--- config.mk ---
export PLATFORM = sky130hd
export DESIGN_NAME = square_matrix_multiply_top_flat
export DESIGN_NICKNAME = d
export VERILOG_FILES = /design/src/rtl/smm_pkg.sv /design/src/rtl/smm_if.sv /design/src/rtl/smm_mem.sv /design/src/rtl/smm_mac.sv /design/src/rtl/square_matrix_multiply_top.sv /design/src/flat_wrapper.sv
export SDC_FILE = /design/constraint.sdc
export NUM_CORES = 2
export LEC_CHECK = 0
export BUFFER_PORTS_ARGS = -buffer_cell sky130_fd_sc_hd__clkbuf_2
export CAP_MARGIN = 20
export CORE_MARGIN = 2
export CORE_UTILIZATION = 39
export CTS_CLUSTER_SIZE = 10
export DETAILED_ROUTE_END_ITERATION = 12
export GPL_ROUTABILITY_DRIVEN = 0
export PLACE_DENSITY = 0.63
export SETUP_SLACK_MARGIN = 0.3
export SYNTH_ARGS = -nofsm -noshare
export SYNTH_HDL_FRONTEND = slang
export SYNTH_HIERARCHICAL = 1
export SYNTH_SLANG_ARGS = --single-unit
export TNS_END_PERCENT = 50
--- constraint.sdc ---
create_clock -name clk -period 7.95 [get_ports clk]
set_input_delay 0.3975 -clock clk [delete_from_list [all_inputs] [get_ports clk]]
set_output_delay 0.3975 -clock clk [all_outputs]
set_load 0.005 [all_outputs]
--- src/rtl/smm_pkg.sv ---
// Shared types and constants of the square matrix multiplier.
`default_nettype none
package smm_pkg;

  localparam int DIM_DEF       = 8;
  localparam int ELEM_BITS_DEF = 16;

  localparam int FUNC_W = 2;
  localparam int IDX_W  = 3;
  localparam int VAL_W  = 16;
  localparam int SIZE_W = 4;
  localparam int PROD_W = 35;

  localparam logic [SIZE_W-1:0] SIZE_RESET = 4'd8;

  localparam logic [FUNC_W-1:0] FUNC_LOAD_A   = 2'd0;
  localparam logic [FUNC_W-1:0] FUNC_LOAD_B   = 2'd1;
  localparam logic [FUNC_W-1:0] FUNC_MULTIPLY = 2'd2;

  typedef struct packed {
    logic vld;
    logic first;
    logic lastk;
  } mac_ctl_t;

endpackage
`default_nettype wire

--- src/rtl/smm_if.sv ---
// Channel interfaces of the square matrix multiplier.
`default_nettype none
interface smm_in_if;
  logic                              valid;
  logic                              ready;
  logic [smm_pkg::FUNC_W-1:0]        func;
  logic [smm_pkg::IDX_W-1:0]         row;
  logic [smm_pkg::IDX_W-1:0]         col;
  logic signed [smm_pkg::VAL_W-1:0]  value;

  modport source (output valid, output func, output row, output col, output value,
                  input ready);
  modport sink (input valid, input func, input row, input col, input value,
                output ready);
endinterface

interface smm_out_if;
  logic                               valid;
  logic                               ready;
  logic [smm_pkg::IDX_W-1:0]          out_row;
  logic [smm_pkg::IDX_W-1:0]          out_col;
  logic signed [smm_pkg::PROD_W-1:0]  product;
  logic                               last;

  modport source (output valid, output out_row, output out_col, output product,
                  output last, input ready);
  modport sink (input valid, input out_row, input out_col, input product,
                input last, output ready);
endinterface

interface smm_cfg_if;
  logic                        valid;
  logic                        ready;
  logic [smm_pkg::SIZE_W-1:0]  data;

  modport source (output valid, output data, input ready);
  modport sink (input valid, input data, output ready);
endinterface
`default_nettype wire

--- src/rtl/smm_mem.sv ---
// Single-write, single-read matrix element memory with registered read data.
`default_nettype none
module smm_mem #(
  parameter int DEPTH = 64,
  parameter int AW    = 6,
  parameter int W     = 16
) (
  input  logic          clk,
  input  logic          we,
  input  logic [AW-1:0] waddr,
  input  logic [W-1:0]  wdata,
  input  logic [AW-1:0] raddr,
  output logic [W-1:0]  rdata_r
);

  logic [W-1:0] mem [DEPTH];

  always_ff @(posedge clk) begin
    if (we) begin
      mem[waddr] <= wdata;
    end
    rdata_r <= mem[raddr];
  end

endmodule
`default_nettype wire

--- src/rtl/smm_mac.sv ---
// Shared multiply-accumulate unit with a control tag pipeline.
`default_nettype none
module smm_mac #(
  parameter int ELEM_BITS = smm_pkg::ELEM_BITS_DEF
) (
  input  logic                              clk,
  input  logic                              rst_n,
  input  smm_pkg::mac_ctl_t                 ctl,
  input  logic [ELEM_BITS-1:0]              a_data,
  input  logic [ELEM_BITS-1:0]              b_data,
  output logic                              done,
  output logic signed [smm_pkg::PROD_W-1:0] acc
);

  smm_pkg::mac_ctl_t                 ctl1_r;
  smm_pkg::mac_ctl_t                 ctl2_r;
  logic                              done_r;
  logic signed [2*ELEM_BITS-1:0]     prod_r;
  logic signed [smm_pkg::PROD_W-1:0] prod_ext;
  logic signed [smm_pkg::PROD_W-1:0] acc_r;

  assign prod_ext = smm_pkg::PROD_W'(prod_r);

  always_ff @(posedge clk) begin
    if (!rst_n) begin
      ctl1_r <= '0;
      ctl2_r <= '0;
      done_r <= 1'b0;
    end else begin
      ctl1_r <= ctl;
      ctl2_r <= ctl1_r;
      done_r <= ctl2_r.vld && ctl2_r.lastk;
    end
  end

  always_ff @(posedge clk) begin
    prod_r <= $signed(a_data) * $signed(b_data);
    if (ctl2_r.vld) begin
      acc_r <= ctl2_r.first ? prod_ext : acc_r + prod_ext;
    end
  end

  assign done = done_r;
  assign acc  = acc_r;

endmodule
`default_nettype wire

--- src/rtl/square_matrix_multiply_top.sv ---
// Top level of the square matrix multiplier: sequencer, storage and MAC.
//
// Input channel in_ch carries one command per transfer: func selects a load of
// an element of A, a load of an element of B, or a multiply. Loads whose row or
// col is not below the current size are dropped. After a load the block is
// ready again in the next cycle.
// A multiply walks all n*n elements of C = A*B in row-major order. For each
// element the sequencer issues n reads, one for each k, into the single
// multiply-accumulate unit; after the memory read, multiply and accumulate
// registers the element is offered on out_ch with last set on the final
// element. in_ch is not ready while a multiply is in progress.
// When the receiver stalls, the offered element holds and the walk pauses.
// The user must keep the block idle whenever cfg_ch writes the size register;
// the block itself does not enforce this, and cfg_ch is always ready. Reset
// sets the size to eight and returns the sequencer to idle; the matrix
// contents are undefined until loaded.
`default_nettype none
module square_matrix_multiply_top #(
  parameter int DIM       = smm_pkg::DIM_DEF,
  parameter int ELEM_BITS = smm_pkg::ELEM_BITS_DEF
) (
  input  logic             clk,
  input  logic             rst_n,
  smm_in_if.sink           in_ch,
  smm_out_if.source        out_ch,
  smm_cfg_if.sink          cfg_ch
);

  localparam int AW = $clog2(DIM * DIM);

  typedef enum logic [3:0] {
    S_IDLE  = 4'b0001,
    S_RUN   = 4'b0010,
    S_DRAIN = 4'b0100,
    S_EMIT  = 4'b1000
  } state_t;

  state_t                           state_r, state_nxt;
  logic [smm_pkg::SIZE_W-1:0]       size_r;
  logic [smm_pkg::SIZE_W-1:0]       n_now;
  logic [smm_pkg::SIZE_W-1:0]       nm1;
  logic [smm_pkg::IDX_W-1:0]        i_r, i_nxt;
  logic [smm_pkg::IDX_W-1:0]        j_r, j_nxt;
  logic [smm_pkg::IDX_W-1:0]        k_r, k_nxt;
  logic                             in_fire;
  logic                             load_ok;
  logic                             we_a, we_b;
  logic [AW-1:0]                    waddr;
  logic [ELEM_BITS-1:0]             wdata;
  logic [AW-1:0]                    raddr_a, raddr_b;
  logic [ELEM_BITS-1:0]             rdata_a, rdata_b;
  logic                             i_last, j_last, k_last;
  logic                             issue;
  smm_pkg::mac_ctl_t                mac_ctl;
  logic                             mac_done;
  logic signed [smm_pkg::PROD_W-1:0] mac_acc;

  assign cfg_ch.ready = 1'b1;

  always_ff @(posedge clk) begin
    if (!rst_n) begin
      size_r <= smm_pkg::SIZE_RESET;
    end else if (cfg_ch.valid) begin
      size_r <= cfg_ch.data;
    end
  end

  always_comb begin
    if (size_r == '0) begin
      n_now = smm_pkg::SIZE_W'(1);
    end else if (size_r > smm_pkg::SIZE_W'(DIM)) begin
      n_now = smm_pkg::SIZE_W'(DIM);
    end else begin
      n_now = size_r;
    end
  end

  assign nm1 = n_now - smm_pkg::SIZE_W'(1);

  assign in_ch.ready = (state_r == S_IDLE);
  assign in_fire     = in_ch.valid && in_ch.ready;
  assign load_ok     = ({1'b0, in_ch.row} < n_now) && ({1'b0, in_ch.col} < n_now);
  assign we_a        = in_fire && (in_ch.func == smm_pkg::FUNC_LOAD_A) && load_ok;
  assign we_b        = in_fire && (in_ch.func == smm_pkg::FUNC_LOAD_B) && load_ok;
  assign waddr       = AW'(in_ch.row * DIM + in_ch.col);
  assign wdata       = ELEM_BITS'(in_ch.value);

  assign raddr_a = AW'(i_r * DIM + k_r);
  assign raddr_b = AW'(k_r * DIM + j_r);

  assign i_last = ({1'b0, i_r} == nm1);
  assign j_last = ({1'b0, j_r} == nm1);
  assign k_last = ({1'b0, k_r} == nm1);

  always_comb begin
    state_nxt = state_r;
    i_nxt     = i_r;
    j_nxt     = j_r;
    k_nxt     = k_r;
    issue     = 1'b0;
    unique case (state_r)
      S_IDLE: begin
        if (in_fire && (in_ch.func == smm_pkg::FUNC_MULTIPLY)) begin
          i_nxt     = '0;
          j_nxt     = '0;
          k_nxt     = '0;
          state_nxt = S_RUN;
        end
      end
      S_RUN: begin
        issue = 1'b1;
        if (k_last) begin
          k_nxt     = '0;
          state_nxt = S_DRAIN;
        end else begin
          k_nxt = k_r + 1'b1;
        end
      end
      S_DRAIN: begin
        if (mac_done) begin
          state_nxt = S_EMIT;
        end
      end
      S_EMIT: begin
        if (out_ch.ready) begin
          if (i_last && j_last) begin
            state_nxt = S_IDLE;
          end else begin
            if (j_last) begin
              j_nxt = '0;
              i_nxt = i_r + 1'b1;
            end else begin
              j_nxt = j_r + 1'b1;
            end
            state_nxt = S_RUN;
          end
        end
      end
      default: begin
        state_nxt = S_IDLE;
      end
    endcase
  end

  always_ff @(posedge clk) begin
    if (!rst_n) begin
      state_r <= S_IDLE;
      i_r     <= '0;
      j_r     <= '0;
      k_r     <= '0;
    end else begin
      state_r <= state_nxt;
      i_r     <= i_nxt;
      j_r     <= j_nxt;
      k_r     <= k_nxt;
    end
  end

  assign mac_ctl.vld   = issue;
  assign mac_ctl.first = (k_r == '0);
  assign mac_ctl.lastk = k_last;

  smm_mem #(
    .DEPTH (DIM * DIM),
    .AW    (AW),
    .W     (ELEM_BITS)
  ) u_mem_a (
    .clk     (clk),
    .we      (we_a),
    .waddr   (waddr),
    .wdata   (wdata),
    .raddr   (raddr_a),
    .rdata_r (rdata_a)
  );

  smm_mem #(
    .DEPTH (DIM * DIM),
    .AW    (AW),
    .W     (ELEM_BITS)
  ) u_mem_b (
    .clk     (clk),
    .we      (we_b),
    .waddr   (waddr),
    .wdata   (wdata),
    .raddr   (raddr_b),
    .rdata_r (rdata_b)
  );

  smm_mac #(
    .ELEM_BITS (ELEM_BITS)
  ) u_mac (
    .clk    (clk),
    .rst_n  (rst_n),
    .ctl    (mac_ctl),
    .a_data (rdata_a),
    .b_data (rdata_b),
    .done   (mac_done),
    .acc    (mac_acc)
  );

  assign out_ch.valid   = (state_r == S_EMIT);
  assign out_ch.out_row = i_r;
  assign out_ch.out_col = j_r;
  assign out_ch.product = mac_acc;
  assign out_ch.last    = i_last && j_last;

endmodule
`default_nettype wire

--- src/flat_wrapper.sv ---
// flat-port wrapper written by rule: the top's interface ports become plain ports
module square_matrix_multiply_top_flat 
#(
  parameter int DIM       = smm_pkg::DIM_DEF,
  parameter int ELEM_BITS = smm_pkg::ELEM_BITS_DEF
)
  (clk, rst_n, in_ch_valid, in_ch_func, in_ch_row, in_ch_col, in_ch_value, in_ch_ready, out_ch_valid, out_ch_out_row, out_ch_out_col, out_ch_product, out_ch_last, out_ch_ready, cfg_ch_valid, cfg_ch_data, cfg_ch_ready);
  smm_in_if in_ch_i ();
  smm_out_if out_ch_i ();
  smm_cfg_if cfg_ch_i ();
  input  logic clk;
  input  logic rst_n;
  input wire logic [$bits(in_ch_i.valid)-1:0] in_ch_valid;
  input wire logic [$bits(in_ch_i.func)-1:0] in_ch_func;
  input wire logic [$bits(in_ch_i.row)-1:0] in_ch_row;
  input wire logic [$bits(in_ch_i.col)-1:0] in_ch_col;
  input wire logic [$bits(in_ch_i.value)-1:0] in_ch_value;
  output wire logic [$bits(in_ch_i.ready)-1:0] in_ch_ready;
  output wire logic [$bits(out_ch_i.valid)-1:0] out_ch_valid;
  output wire logic [$bits(out_ch_i.out_row)-1:0] out_ch_out_row;
  output wire logic [$bits(out_ch_i.out_col)-1:0] out_ch_out_col;
  output wire logic [$bits(out_ch_i.product)-1:0] out_ch_product;
  output wire logic [$bits(out_ch_i.last)-1:0] out_ch_last;
  input wire logic [$bits(out_ch_i.ready)-1:0] out_ch_ready;
  input wire logic [$bits(cfg_ch_i.valid)-1:0] cfg_ch_valid;
  input wire logic [$bits(cfg_ch_i.data)-1:0] cfg_ch_data;
  output wire logic [$bits(cfg_ch_i.ready)-1:0] cfg_ch_ready;
  assign in_ch_i.valid = in_ch_valid;
  assign in_ch_i.func = in_ch_func;
  assign in_ch_i.row = in_ch_row;
  assign in_ch_i.col = in_ch_col;
  assign in_ch_i.value = in_ch_value;
  assign in_ch_ready = in_ch_i.ready;
  assign out_ch_valid = out_ch_i.valid;
  assign out_ch_out_row = out_ch_i.out_row;
  assign out_ch_out_col = out_ch_i.out_col;
  assign out_ch_product = out_ch_i.product;
  assign out_ch_last = out_ch_i.last;
  assign out_ch_i.ready = out_ch_ready;
  assign cfg_ch_i.valid = cfg_ch_valid;
  assign cfg_ch_i.data = cfg_ch_data;
  assign cfg_ch_ready = cfg_ch_i.ready;
  square_matrix_multiply_top #(.DIM(DIM), .ELEM_BITS(ELEM_BITS)) u_core (.clk(clk), .rst_n(rst_n), .in_ch(in_ch_i), .out_ch(out_ch_i), .cfg_ch(cfg_ch_i));
endmodule
Word-level counts from Yosys, hierarchy flattened
Memories as Yosys holds them, arrays and structs flattened. A register that Yosys moved wholly into a read port is not among the register bits.
Index checks and enable logic that the tools add are counted.
W data, S select, Z words.
Storage, ports and cells
  flip-flop bits (word level): 91
  memory bits (writable): 2048
  input bits: 33
  output and inout bits: 45
  logic and storage cells: 86
  memories: 2
Cells by class
  $add $sub $neg: 8
  multiply operators: 1
  order comparisons: 3
  equality and inequality tests: 15
  multiplexer cells: 25
  reductions and logical operators: 18
Memories
  u_core.u_mem_a.mem: words 64, width 16, rd ports 1, clocked after Yosys merged registers in 1, wr ports 1, RTL line smm_mem.sv:16  | logic [W-1:0] mem [DEPTH];
  u_core.u_mem_b.mem: words 64, width 16, rd ports 1, clocked after Yosys merged registers in 1, wr ports 1, RTL line smm_mem.sv:16
Operators with widths (count)
  $add A35 B32 Y35: 1
  $mux W35: 1
  $mul A16 B16 Y32: 1
  $mux W3: 8
  $mux W4: 6
  $add A6 B3 Y6: 3
  $pmux W3 S2: 3
  $pmux W4 S4: 1
  $eq A3 B4 Y1: 3
  $add A3 B1 Y3 const B: 3
  $logic_and A1 B1 Y1: 9
  $lt A3 B4 Y1: 2
  $reduce_and A4 Y1: 2
  $ne A2 B1 Y1 const B: 3
  $ne A2 B2 Y1 const B: 3
  $mux W1: 5
  $reduce_and A5 Y1: 1
  $eq A4 B1 Y1 const B: 1
  $eq A4 B2 Y1 const B: 1
  $eq A4 B3 Y1 const B: 1
  $eq A4 B4 Y1 const B: 1
  $gt A4 B4 Y1 const B: 1
  $logic_not A4 Y1: 1
  $reduce_bool A2 Y1: 2
  other kinds (7): 7

Depth between registers and ports, before layout
  depth in word-level cells: 9
  gate-level depth with buffers: 25
  gate-level depth less buffers: 24

Cells and area by module
Netlist, hierarchy kept.
By module, submodules not included
  smm_mem: instances 2, cells each 1829, area an instance 40042.2 um^2, seq. area each 31069.8 um^2
  smm_mac: instances 1, cells each 1502, area an instance 13909.6 um^2, seq. area each 1831.8 um^2
  square_matrix_multiply_top: instances 1, cells each 144, area an instance 1290.0 um^2, seq. area each 340.3 um^2

Least setup slack after synthesis
OpenSTA, ideal clock, no wires.
  path type: register to register
  from: register u_core.u_mem_a.rdata_r[15] (read register of u_core.u_mem_a.mem)
  to: register u_core.u_mac.prod_r[31]
  arrival: 5.948 ns
  required time: 7.844 ns
  path slack: 1.896 ns
  cell stages (with the launch flop): 21
  cell sequence: dfxtp_1 > clkbuf_1 > nand2_1 > fa_1 > inv_1 > fa_1 > fa_1 > inv_1 > fa_1 > inv_1 > fa_1 > inv_1 > fa_1 > inv_1 > ha_1 > clkbuf_1 > a21o_1 > a21oi_1 > or3b_2 > mux2_2 > o311ai_0
On the way
  cells in the longest elaborated chain, start to end: 1
Ends and longest elaborated chain
  start: declaration: RTL line smm_mem.sv:13  | output logic [W-1:0] rdata_r
  $mul A16 B16 Y32: RTL line smm_mac.sv:37  | prod_r <= $signed(a_data) * $signed(b_data);
  end signal: assignment: RTL line smm_mac.sv:37
  end: declaration: RTL line smm_mac.sv:18  | logic signed [2*ELEM_BITS-1:0] prod_r;
No other way between the ends.
A chain may end at the register's enable or synchronous reset.

Final worst setup path
  from: register u_core.u_mem_b.rdata_r[2] (read register of u_core.u_mem_b.mem)
  to: register u_core.u_mac.prod_r[31]
On the way
  cells in the longest elaborated chain, start to end: 1
Ends and longest elaborated chain (RTL line)
  start: declaration: smm_mem.sv:13
  $mul A16 B16 Y32: smm_mac.sv:37
No other way between the ends.

==> reports/results.ini <==
[critical_path]
cpMostUsedCell = fa_1
r2r-end = u_core/u_mac/prod_r[31]
critPathCaptureType = register
critPathKind = register to register
critPathLaunch = u_core/u_mem_b/rdata_r[2]
crit_chain = nand2_1 -> fa_1 -> inv_1 -> fa_1 -> fa_1 -> fa_1 -> fa_1 -> fa_1 -> ha_1 -> o21ai_0 -> nand2b_1 -> a21oi_1 -> nor2b_1 -> o21ai_0 -> a41o_1 -> a211oi_1 -> mux2_2 -> o311ai_0
crit_fanout = 16
cpPeakStageDelay_ns = 0.88
r2r_slack_ns = 1.38
arrival_ns = 7.31
cp-start-kind = register
reg2reg_from = u_core/u_mem_b/rdata_r[2]
cpMaxStageDelayCell = fa_1
required_ns = 8.69
r2r_cells = 18

[synth]
synthFlopType = edfxtp_1
synth-edff-count = 2083
async_reset_ff_share_pct = 0
ys_seq_elements = 2171
synthTopCellsByArea = edfxtp_1 66%, mux4_2 10%, fa_1 5.5%, mux2i_1 1.9%, dfxtp_1 1.8%
syn_avg_cell_area_um2 = 18.0
ys.warnings.count = 6
synth_top_area_share_pct = 65.6
yosysTopAreaCell = edfxtp_1
netlist_instances = 5304
synth_common_cells = 2,083 x edfxtp_1, 440 x mux4_2, 343 x inv_1
yosysMostFrequentCell = edfxtp_1
synth_area_um2 = 95300
syn-num-nets = 5725
synth_seq_area_share_pct = 67.5
synth_cell_types = 96

[floorplanning]
fp.dieW_um = 498
io_pins = 78
start_util_pct = 39.2
die_area_um2 = 248000
core_um2 = 243000
rows = 181
die_h_um = 498

[run]
maxCapViolCount = 0

[placed_design]
port_buffers = 76
post-dp-hpwl_mm = 138
placed_cell_area_um2 = 99500

[clocking]
cts_tree = built
postCtsSetupRepairBufs = 0
clock_sinks = 2171
cts.root.buffer_cell = clkbuf_16
cts-buffers-inserted = 238
cts_buffer_depth = 3
cts.clk_slew.worst_paths_ns = 0.06
htreeDepth = 4
clock_latency_ns = 0.88

[global_route]
grt_pass1_vias = 49900
grt_pass1_wl_mm = 334
grt-busiest-layer = met2
antenna_found_initial = 13
use_met1_pct = 24.8
gr-usage-all-layers_pct = 18.0
met2_usage_pct = 29.7
overflow = 0
grt_max_degree = 120
grt_use_met3_pct = 3.05

[timing]
fin_skew_ns = 0.0682
slew_viol_final = 0
max_freq_mhz = 152
rsz0062_at_grt = no
setup_violations = 0
tightest_slew_ns = 1.14
min_period_ns = 6.57
hold_violations = 0
hold_slack_ns = 0.0704
setup_tns_ns = 0
post-route-period-util_pct = 82.6
maxSlewHeadroom_pct = 24.1

[routing]
antenna_left = 0
drt-initial-drc-count = 4966
via_per_inst = 5.54
post_drt_wl_per_cell_um = 25.6
drc = 0
vias = 49000
drt_wl_total_mm = 226
first_pass_iters = 5

[power]
ir_worst_vdd_v = 0.000201
powerDensity_nw_per_um2 = 250
p_leak_nw = 34.6

[worst_hold_path]
min_from = in_ch_value[0]
holdPathStages = 1
worstHoldEndpoint = u_core/u_mem_b/mem[42][0]
hp-class = input pin to register

[outcome]
status = finished, final reports clean

[finish]
drive_gt1_share_pct = 19.3
design_area_um2 = 106000
layout.nets = 5978
nFillCells = 20800
syn_to_final_growth_pct = 11.7

## layout make-up
cell class | count | area (um^2) | area share (%)
antenna | 9 | 22.5 | 0.0212
clock buffer | 306 | 6230 | 5.86
clock inverter | 22 | 344 | 0.323
inverter | 344 | 1290 | 1.21
multi-input combinational | 2535 | 28100 | 26.4
sequential | 2171 | 64300 | 60.5
tap | 3202 | 4010 | 3.77
timing repair buffer | 267 | 2060 | 1.93
## flip-flops by register name (all words and copies together), names as in the netlist, 4 cells and up
register,cells
u_core/u_mem_b/mem,1024
u_core/u_mac/acc,35
u_core/u_mem_a/mem,1024
u_core/u_mem_a/rdata_r,16
u_core/size_r,4
u_core/u_mem_b/rdata_r,16
u_core/u_mac/prod_r,32
u_core/state_r,4
## critical path, delay by kind of cell, from the launching register on
family          cells  cell delay, ns
fa+ha+maj           7            3.91
compound gates      6            0.92
flops               1            0.67
simple gates        3            0.45
mux                 1            0.38
buf+inv             1            0.14
## kinds of logic after synthesis
kind of cell / synth area share (%)
buffers and inverters: 3.08
and+or+nand+nor: 4.80
muxes: 13.2
other: 0.00394
xor gates and xnor gates: 0.622
DFF: 67.5
adders and majority gates: 7.17
AOI/OAI and AO/OA: 3.66
## stage by stage
step	utilization, %	std cells	setup slack (ns)	total power, W
after floorplan	-	5304	1.90	0.0162
after global placement	40.9	8497	1.37	0.0171
after detailed placement	41.0	8498	1.34	0.0172
after CTS	43.7	8842	1.34	0.0268
after global routing	43.8	8849	0.921	0.0278
final	43.8	8856	1.38	0.0266
## metal layers
layer	wire (um)	up-vias	part of all wire (%)
met5	39	-	0.017
met4	5160	6	2.3
met3	15300	343	6.8
met2	110000	1733	49
met1	95600	26000	42
li1	-	20900	-
## layout by cell type, fill, tap and decap left out, drive strengths merged, types with 12 or more instances in the layout
| cell | Yosys | layout |
|---|---|---|
| edfxtp | 2083 | 2083 |
| mux4 | 448 | 448 |
| clkbuf | 96 | 366 |
| inv | 343 | 351 |
| nand2 | 307 | 307 |
| fa | 263 | 263 |
| nor2 | 201 | 201 |
| buf | 158 | 191 |
| mux2i | 177 | 177 |
| and2 | 136 | 136 |
| ha | 125 | 125 |
| dfxtp | 88 | 88 |
| a21oi | 85 | 85 |
| a22oi | 79 | 79 |
| o21ai | 73 | 73 |
| nor2b | 70 | 70 |
| nand3 | 65 | 65 |
| mux2 | 58 | 58 |
| xnor2 | 38 | 38 |
| a221oi | 33 | 33 |
| a31oi | 27 | 27 |
| nand4 | 26 | 26 |
| a211oi | 24 | 24 |
| a21o | 22 | 22 |
| nand2b | 21 | 21 |
| xor2 | 21 | 21 |
| nor3 | 21 | 21 |
| a311oi | 19 | 19 |
| a211o | 18 | 18 |
| dlygate4sd3 | 0 | 16 |
| a221o | 15 | 15 |
| clkinv | 1 | 15 |
| o21a | 13 | 13 |
| a22o | 13 | 13 |
| a41oi | 13 | 13 |
| and3 | 12 | 12 |
## worst max path at each step
stage / endpoint / slack (ns) / depth (start not counted)
after floorplan: u_core/u_mac/prod_r[31] / 1.90 / 20
after global placement: u_core/u_mac/prod_r[31] / 1.37 / 18
after detailed placement: u_core/u_mac/prod_r[31] / 1.34 / 18
after CTS: u_core/u_mac/prod_r[31] / 1.34 / 18
after global routing: u_core/u_mac/prod_r[31] / 0.92 / 18
final: u_core/u_mac/prod_r[31] / 1.38 / 18
## report_power, final
| group | switching (W) | internal, W | leakage (nW) |
|---|---|---|---|
| Sequential | 0.0000789 | 0.0127 | 19.5 |
| Clock | 0.00424 | 0.00541 | 3.18 |
| Combinational | 0.00235 | 0.00182 | 12.0 |
| Total | 0.00666 | 0.0199 | 34.6 |
## what timing repair did
action,4_1_cts,5_1_grt
endpoints found under the hold margin,206,0
hold buffers,16,0
resized for setup,0,0
No activity file was read; power rests on OpenSTA's default activity.
